==> src/hdl/mie_pkg.sv <==
// shared types for the modular inverse block
package mie_pkg;

    // sequencer states, one-hot
    typedef enum logic [4:0] {
        ST_IDLE = 5'b00001,
        ST_LOOP = 5'b00010,
        ST_DIV  = 5'b00100,
        ST_RED  = 5'b01000,
        ST_OUT  = 5'b10000
    } t_state;

endpackage

==> src/hdl/mie_in_if.sv <==
// input channel: operand and modulus with valid/ready
interface mie_in_if #(
    parameter int W = 32
);
    logic         valid;
    logic         ready;
    logic [W-1:0] operand;
    logic [W-1:0] modulus;

    modport source (output valid, output operand, output modulus, input ready);
    modport sink   (input valid, input operand, input modulus, output ready);
endinterface

==> src/hdl/mie_out_if.sv <==
// output channel: inverse, gcd and flag with valid/ready
interface mie_out_if #(
    parameter int W = 32
);
    logic         valid;
    logic         ready;
    logic [W-1:0] inverse;
    logic [W-1:0] divisor;
    logic         not_invertible;

    modport source (output valid, output inverse, output divisor, output not_invertible,
                    input ready);
    modport sink   (input valid, input inverse, input divisor, input not_invertible,
                    output ready);
endinterface

==> src/hdl/mie_div.sv <==
// radix-2 restoring divider with a shift-add accumulator for quotient times multiplier
module mie_div #(
    parameter int W = 32
) (
    input  logic         i_clk,
    input  logic         i_rst_n,
    input  logic         i_start,
    input  logic [W-1:0] i_dividend,
    input  logic [W-1:0] i_divisor,
    input  logic [W-1:0] i_mult,
    output logic         o_done,
    output logic [W-1:0] o_rem,
    output logic [W-1:0] o_acc
);

    localparam int CW = (W > 1) ? $clog2(W) : 1;

    logic          r_busy, n_busy;
    logic          r_done, n_done;
    logic [CW-1:0] r_cnt, n_cnt;
    logic [W-1:0]  r_rem, n_rem;
    logic [W-1:0]  r_quo, n_quo;
    logic [W-1:0]  r_dvs, n_dvs;
    logic [W-1:0]  r_mult, n_mult;
    logic [W-1:0]  r_acc, n_acc;

    logic [W:0]    rem_sh;
    logic [W:0]    diff;
    logic          qbit;

    // one quotient bit per cycle, msb first
    assign rem_sh = {r_rem, r_quo[W-1]};
    assign diff   = rem_sh - {1'b0, r_dvs};
    assign qbit   = ~diff[W];

    always_comb begin
        n_busy = r_busy;
        n_done = 1'b0;
        n_cnt  = r_cnt;
        n_rem  = r_rem;
        n_quo  = r_quo;
        n_dvs  = r_dvs;
        n_mult = r_mult;
        n_acc  = r_acc;
        priority if (i_start) begin
            n_busy = 1'b1;
            n_cnt  = CW'(W - 1);
            n_rem  = '0;
            n_quo  = i_dividend;
            n_dvs  = i_divisor;
            n_mult = i_mult;
            n_acc  = '0;
        end else if (r_busy) begin
            n_rem = qbit ? diff[W-1:0] : rem_sh[W-1:0];
            n_quo = {r_quo[W-2:0], qbit};
            // acc = 2*acc + qbit*mult, modulo 2^W
            n_acc = {r_acc[W-2:0], 1'b0} + (qbit ? r_mult : '0);
            n_cnt = r_cnt - 1'b1;
            if (r_cnt == '0) begin
                n_busy = 1'b0;
                n_done = 1'b1;
            end
        end
    end

    always_ff @(posedge i_clk) begin
        if (!i_rst_n) begin
            r_busy <= 1'b0;
            r_done <= 1'b0;
        end else begin
            r_busy <= n_busy;
            r_done <= n_done;
        end
    end

    always_ff @(posedge i_clk) begin
        r_cnt  <= n_cnt;
        r_rem  <= n_rem;
        r_quo  <= n_quo;
        r_dvs  <= n_dvs;
        r_mult <= n_mult;
        r_acc  <= n_acc;
    end

    assign o_done = r_done;
    assign o_rem  = r_rem;
    assign o_acc  = r_acc;

endmodule

==> src/hdl/modular_inverse_ext_euclid_top.sv <==
// modular inverse by the extended euclidean algorithm, top level
//
// usage
// - input channel i_in carries operand and modulus; an item is taken when valid and
//   ready are both high at a rising edge of i_clk
// - output channel o_out carries inverse (coefficient of operand reduced into
//   0..modulus-1), divisor (the gcd) and not_invertible (gcd not 1, or zero modulus)
// - one item at a time: i_in.ready is high only while idle, and stays low until the
//   result has been taken from o_out
// - each euclid step is one division in the shared radix-2 divider, which also
//   forms quotient times coefficient by shift-add; the final reduction of the
//   coefficient is one more division
// - the result is offered once the final reduction is done; for 32-bit values there
//   are at most about 46 steps, far fewer for small or easy operands
// - a zero modulus skips the loop: the result is offered in the cycle after the item
// - the next item can be taken in the cycle after the result has left
// - the result sits in output registers while o_out.ready is low; nothing else moves
// - synchronous active-low reset returns the sequencer to idle and drops any item
module modular_inverse_ext_euclid_top #(
    parameter int WIDTH = 32
) (
    input  logic    i_clk,
    input  logic    i_rst_n,
    mie_in_if.sink  i_in,
    mie_out_if.source o_out
);

    mie_pkg::t_state r_state, n_state;

    // remainder pair, coefficient magnitudes and step parity
    logic [WIDTH-1:0] r_prev, n_prev;
    logic [WIDTH-1:0] r_cur, n_cur;
    logic [WIDTH-1:0] r_s_prev, n_s_prev;
    logic [WIDTH-1:0] r_s_cur, n_s_cur;
    logic             r_par, n_par;
    logic [WIDTH-1:0] r_mod, n_mod;

    // result registers
    logic [WIDTH-1:0] r_inv, n_inv;
    logic [WIDTH-1:0] r_gcd, n_gcd;
    logic             r_ni, n_ni;

    // shared divider hookup
    logic             div_start;
    logic [WIDTH-1:0] div_dividend;
    logic [WIDTH-1:0] div_divisor;
    logic [WIDTH-1:0] div_mult;
    logic             div_done;
    logic [WIDTH-1:0] div_rem;
    logic [WIDTH-1:0] div_acc;

    mie_div #(
        .W (WIDTH)
    ) u_div (
        .i_clk      (i_clk),
        .i_rst_n    (i_rst_n),
        .i_start    (div_start),
        .i_dividend (div_dividend),
        .i_divisor  (div_divisor),
        .i_mult     (div_mult),
        .o_done     (div_done),
        .o_rem      (div_rem),
        .o_acc      (div_acc)
    );

    always_comb begin
        n_state      = r_state;
        n_prev       = r_prev;
        n_cur        = r_cur;
        n_s_prev     = r_s_prev;
        n_s_cur      = r_s_cur;
        n_par        = r_par;
        n_mod        = r_mod;
        n_inv        = r_inv;
        n_gcd        = r_gcd;
        n_ni         = r_ni;
        div_start    = 1'b0;
        div_dividend = r_prev;
        div_divisor  = r_cur;
        div_mult     = r_s_cur;

        unique case (r_state)
            mie_pkg::ST_IDLE: begin
                if (i_in.valid) begin
                    if (i_in.modulus == '0) begin
                        // zero modulus: gcd is the operand, nothing to invert
                        n_inv   = '0;
                        n_gcd   = i_in.operand;
                        n_ni    = 1'b1;
                        n_state = mie_pkg::ST_OUT;
                    end else begin
                        // r0 = a, r1 = m, s0 = 1, s1 = 0
                        n_prev   = i_in.operand;
                        n_cur    = i_in.modulus;
                        n_mod    = i_in.modulus;
                        n_s_prev = WIDTH'(1);
                        n_s_cur  = '0;
                        n_par    = 1'b0;
                        n_state  = mie_pkg::ST_LOOP;
                    end
                end
            end
            mie_pkg::ST_LOOP: begin
                div_start = 1'b1;
                if (r_cur == '0) begin
                    // remainders exhausted: reduce the gcd's coefficient mod m
                    div_dividend = r_s_prev;
                    div_divisor  = r_mod;
                    div_mult     = '0;
                    n_state      = mie_pkg::ST_RED;
                end else begin
                    n_state = mie_pkg::ST_DIV;
                end
            end
            mie_pkg::ST_DIV: begin
                if (div_done) begin
                    // |s(i+1)| = |s(i-1)| + q * |s(i)|
                    n_prev   = r_cur;
                    n_cur    = div_rem;
                    n_s_prev = r_s_cur;
                    n_s_cur  = r_s_prev + div_acc;
                    n_par    = ~r_par;
                    n_state  = mie_pkg::ST_LOOP;
                end
            end
            mie_pkg::ST_RED: begin
                if (div_done) begin
                    // odd index means a negative coefficient
                    if (!r_par || div_rem == '0) begin
                        n_inv = div_rem;
                    end else begin
                        n_inv = r_mod - div_rem;
                    end
                    n_gcd   = r_prev;
                    n_ni    = (r_prev != WIDTH'(1));
                    n_state = mie_pkg::ST_OUT;
                end
            end
            mie_pkg::ST_OUT: begin
                if (o_out.ready) begin
                    n_state = mie_pkg::ST_IDLE;
                end
            end
            default: begin
                n_state = mie_pkg::ST_IDLE;
            end
        endcase
    end

    always_ff @(posedge i_clk) begin
        if (!i_rst_n) begin
            r_state <= mie_pkg::ST_IDLE;
        end else begin
            r_state <= n_state;
        end
    end

    always_ff @(posedge i_clk) begin
        r_prev   <= n_prev;
        r_cur    <= n_cur;
        r_s_prev <= n_s_prev;
        r_s_cur  <= n_s_cur;
        r_par    <= n_par;
        r_mod    <= n_mod;
        r_inv    <= n_inv;
        r_gcd    <= n_gcd;
        r_ni     <= n_ni;
    end

    // handshake straight from the sequencer state
    assign i_in.ready           = (r_state == mie_pkg::ST_IDLE);
    assign o_out.valid          = (r_state == mie_pkg::ST_OUT);
    assign o_out.inverse        = r_inv;
    assign o_out.divisor        = r_gcd;
    assign o_out.not_invertible = r_ni;

endmodule

==> src/flat_wrapper.sv <==
// flat-port wrapper written by rule: the top's interface ports become plain ports
module modular_inverse_ext_euclid_top_flat 
#(
    parameter int WIDTH = 32
)
  (i_clk, i_rst_n, i_in_valid, i_in_operand, i_in_modulus, i_in_ready, o_out_valid, o_out_inverse, o_out_divisor, o_out_not_invertible, o_out_ready);
  mie_in_if i_in_i ();
  mie_out_if o_out_i ();
  input  logic i_clk;
  input  logic i_rst_n;
  input wire logic [$bits(i_in_i.valid)-1:0] i_in_valid;
  input wire logic [$bits(i_in_i.operand)-1:0] i_in_operand;
  input wire logic [$bits(i_in_i.modulus)-1:0] i_in_modulus;
  output wire logic [$bits(i_in_i.ready)-1:0] i_in_ready;
  output wire logic [$bits(o_out_i.valid)-1:0] o_out_valid;
  output wire logic [$bits(o_out_i.inverse)-1:0] o_out_inverse;
  output wire logic [$bits(o_out_i.divisor)-1:0] o_out_divisor;
  output wire logic [$bits(o_out_i.not_invertible)-1:0] o_out_not_invertible;
  input wire logic [$bits(o_out_i.ready)-1:0] o_out_ready;
  assign i_in_i.valid = i_in_valid;
  assign i_in_i.operand = i_in_operand;
  assign i_in_i.modulus = i_in_modulus;
  assign i_in_ready = i_in_i.ready;
  assign o_out_valid = o_out_i.valid;
  assign o_out_inverse = o_out_i.inverse;
  assign o_out_divisor = o_out_i.divisor;
  assign o_out_not_invertible = o_out_i.not_invertible;
  assign o_out_i.ready = o_out_ready;
  modular_inverse_ext_euclid_top #(.WIDTH(WIDTH)) u_core (.i_clk(i_clk), .i_rst_n(i_rst_n), .i_in(i_in_i), .o_out(o_out_i));
endmodule
==> config.mk <==
export PLATFORM = sky130hd
export DESIGN_NAME = modular_inverse_ext_euclid_top_flat
export DESIGN_NICKNAME = d
export VERILOG_FILES = /design/src/hdl/mie_pkg.sv /design/src/hdl/mie_in_if.sv /design/src/hdl/mie_out_if.sv /design/src/hdl/mie_div.sv /design/src/hdl/modular_inverse_ext_euclid_top.sv /design/src/flat_wrapper.sv
export SDC_FILE = /design/constraint.sdc
export NUM_CORES = 1
export LEC_CHECK = 0
export ABC_AREA = 1
export BUFFER_PORTS_ARGS = -buffer_cell sky130_fd_sc_hd__buf_2
export CAP_MARGIN = 20
export CORE_ASPECT_RATIO = 1.75
export CORE_UTILIZATION = 56
export DETAILED_ROUTE_END_ITERATION = 8
export GPL_TIMING_DRIVEN = 0
export PLACE_DENSITY_LB_ADDON = 0.25
export SLEW_MARGIN = 25
export SYNTH_ARGS = -nofsm -noshare
export SYNTH_HDL_FRONTEND = slang
export SYNTH_SLANG_ARGS = --single-unit
==> constraint.sdc <==
create_clock -name i_clk -period 8.3 [get_ports i_clk]
set_input_delay 1.66 -clock i_clk [delete_from_list [all_inputs] [get_ports i_clk]]
set_output_delay 1.66 -clock i_clk [all_outputs]
set_load 0.005 [all_outputs]
==> flow_metrics.tcl <==
set metrics [dict create \
    p_comb_share_pct 45.7 \
    via_per_inst 5.86 \
    reg2regPathDepth 27 \
    ys_seq_area_share_pct 47.7 \
    grt_max_degree 42 \
    gp_congestion 0.997 \
    cts_root_buf "clkbuf_16" \
    min_period_ps 5440 \
    worst_clock_skew_ps 15.5 \
    reg2reg_from "u_core.u_div.r_quo[31]" \
    firstDrtPassIters 6 \
    clock_latency_ps 560 \
    grt_pass1_vias 21726 \
    hold_depth 2 \
    holdBufCountCts 0 \
    drc 0 \
    postSynthAreaPerCell_sq_um 8.23 \
    yosysWarnings 0 \
    post_route_cells_drive_above_1_share_pct 8.63 \
    swShare_pct 44.3 \
    start_util_pct 57.1 \
    synthAdderAreaFrac_pct 7.01 \
    vdd_ir_drop_max_v 0.000190 \
    rsz0062_at_grt "no" \
    syn_nets 3046 \
    layout.nets 3236 \
    p_sw_uw 3890 \
    crit_fanout 10 \
    min_to "u_core.u_div.o_acc[31]" \
    ios 135 \
    synth_top_area_share_pct 41.2 \
    holdWs_ps 472 \
    final_common_cell "nand2_1" \
    grtUsageTotal_pct 39.9 \
    die_area_sq_mm 0.0427 \
    htreeDepth 2 \
    grt_pass1_wl_mm 123 \
    die_h_um 273 \
    hold_path.class "flop to flop" \
    synthSimpleGateAreaFrac_pct 20.4 \
    cts-resized-gates 0 \
    antenna_found_initial 2 \
    fp.dieW_um 157 \
    final_hold_viol_count 0 \
    synth_top_area_cell "edfxtp_1" \
    syn_to_final_growth_pct 12.3 \
    cts_tree "yes" \
    reg2reg_slack_ps 2860 \
    max-slew-margin-rel_pct 25.7 \
    synth_mux_area_share_pct 0 \
    dp_hpwl_mm 67.7 \
    most-common-layout-cells "nand2_1 (666), inv_1 (399), edfxtp_1 (322), nor2_1 (281), o21ai_0 (252)" \
    fin_crit_sh_pct 65.5 \
    vias 21210 \
    internal_power_uw 4890 \
    p_leak_uw 0.0118 \
    drtIter0Drc 1862 \
    async_flop_share_pct 0 \
    drv.max_cap_violation_count 0 \
    hold_start "u_core.u_div.o_acc[31]" \
    setup_tns_ps 0 \
    drt_wl_total_mm 84.7 \
    synth_compound_area_share_pct 15.2 \
    netlist_top_cells_area "edfxtp_1 (41%), nand2_1 (11%), ha_1 (6.7%)" \
    rows 98 \
    synth_edf_count 322 \
    synth_top_family_by_area "simple AND/OR/NAND/NOR gates" \
    cp_slowest_stage_delay_ps 530 \
    coreArea_sq_mm 0.0411 \
    p_seq_share_pct 33.6 \
    portBuffers 134 \
    cts_setup_buffers 0 \
    critPathRequiredTime_ps 8740 \
    clockBufferDepth 3 \
    drv_slew 0 \
    tightest_slew_ps 1100 \
    r2r-end "u_core.u_div.o_acc[25]" \
    status "finished clean" \
    crit_path_frequent_cell "nand2_1" \
    cts_buffers 38 \
    synthXorXnorAreaFrac_pct 1.72 \
    ys.flop_type "edfxtp_1" \
    syn_inst 2849 \
    yosysUniqueCellTypes 52 \
    clk_pin_slew_ps 70 \
    crit_type "flop to flop" \
    fmax_ghz 0.184 \
    start_kind "flop" \
    antenna_left 0 \
    clockPowerShare_pct 20.7 \
    grt-ovfl-total 0 \
    clock_sinks 398 \
    arrival_ps 5880 \
    ys_ff_latch 398 \
    crit_slowest_cell "a21oi_1" \
    endpoint_kind "flop" \
    power.density_mw_per_mm2 333 \
    setup_viol 0 \
    syn_area_sq_mm 0.0235 \
    wl_per_cell_um 23.4 \
]
==> power groups by stage <==
stage	clock network, uW	logic, uW	registers, uW
floorplan	0	2620	2910
global placement	0	3740	3040
detailed placement	0	3880	2980
CTS	1810	3910	2940
global route	1880	4340	2980
finish	1810	4010	2950
==> critical path, delay by kind of cell (launching register included) <==
family / cells / cell delay [ps]
adders and majority gates: 4 / 1390
AOI/OAI and AO/OA: 5 / 1380
and+or+nand+nor: 13 / 1240
buffers and inverters: 5 / 820
DFF: 1 / 480
==> flip-flops by register name, summed over array words and instances (netlist names) <==
name	flops
u_core.u_div.o_done	1
u_core.r_cur	32
u_core.u_div.r_cnt	5
u_core.r_mod	32
u_core.u_div.r_mult	32
u_core.r_par	1
u_core.r_s_prev	32
u_core.o_out.inverse	32
u_core.u_div.r_dvs	32
u_core.r_s_cur	32
u_core.r_state	5
u_core.r_prev	32
u_core.o_out.divisor	32
u_core.u_div.o_acc	32
u_core.o_out.not_invertible	1
u_core.u_div.r_busy	1
u_core.u_div.o_rem	32
u_core.u_div.r_quo	32
==> metrics by stage <==
step / utilization (%) / cell area [sq um] / instances / power, uW / worst slack [ps]
final: 64.1 / 26300 / 3620 / 8770 / 2860
after global routing: 64.1 / 26300 / 3619 / 9200 / 2680
after CTS: 64.1 / 26300 / 3619 / 8660 / 3060
after detailed placement: 61.0 / 25100 / 3549 / 6860 / 3120
after global placement: 60.4 / 24800 / 3533 / 6780 / -2930
after floorplan: - / 23500 / 2849 / 5530 / 200
==> worst max path at each step <==
stage	startpoint	endpoint	cells after the start
final	u_core.u_div.r_quo[31]	u_core.u_div.o_acc[25]	27
after global routing	u_core.u_div.r_quo[31]	u_core.u_div.o_acc[25]	28
after global placement	i_in_modulus[20]	u_core.r_cur[21]	9
after detailed placement	u_core.u_div.r_quo[31]	u_core.u_div.o_acc[25]	27
after floorplan	i_in_modulus[23]	u_core.r_cur[0]	8
after CTS	u_core.u_div.r_quo[31]	u_core.u_div.o_acc[25]	27
==> routing by layer <==
layer | global-route usage (%) | vias to the layer above | share of wire, %
met5 | 0 | - | 0.0094
met4 | 39.7 | 2 | 11
met3 | 5.93 | 381 | 5.3
met2 | 74.3 | 896 | 52
met1 | 35.2 | 9914 | 31
li1 | - | 10017 | -
==> kinds of logic (layout without fill, tap and decap cells) <==
logic type	count (synthesis)	in the layout
AOI/OAI and AO/OA	638	638
and+or+nand+nor	1160	1160
xor gates and xnor gates	46	46
other	0	1
buffers and inverters	478	698
DFF	398	398
adders and majority gates	129	129
==> synth_stat cells, types with 13 or more instances <==
cell type,n
nor4_1,31
nand2_1,666
o21ai_1,17
dfxtp_1,76
xor2_1,29
inv_1,400
nor3_1,23
ha_1,125
nand4_1,32
edfxtp_1,322
o21ai_0,253
o211ai_1,46
nor2_1,282
clkbuf_1,45
o21a_1,13
nand3_1,95
a21o_1,16
xnor2_1,17
a21oi_1,234
==> final cells by class <==
cell class	instances	area [sq um]
Fill cell	3630	14700
Clock inverter	16	159
Buffer	75	357
Sequential cell	398	11200
Multi-Input combinational cell	1973	10400
Inverter	403	1520
Antenna cell	1	2.50
Tap cell	550	688
Timing Repair Buffer	150	915
Clock buffer	54	1090
No activity file was read; power rests on OpenSTA's default activity.
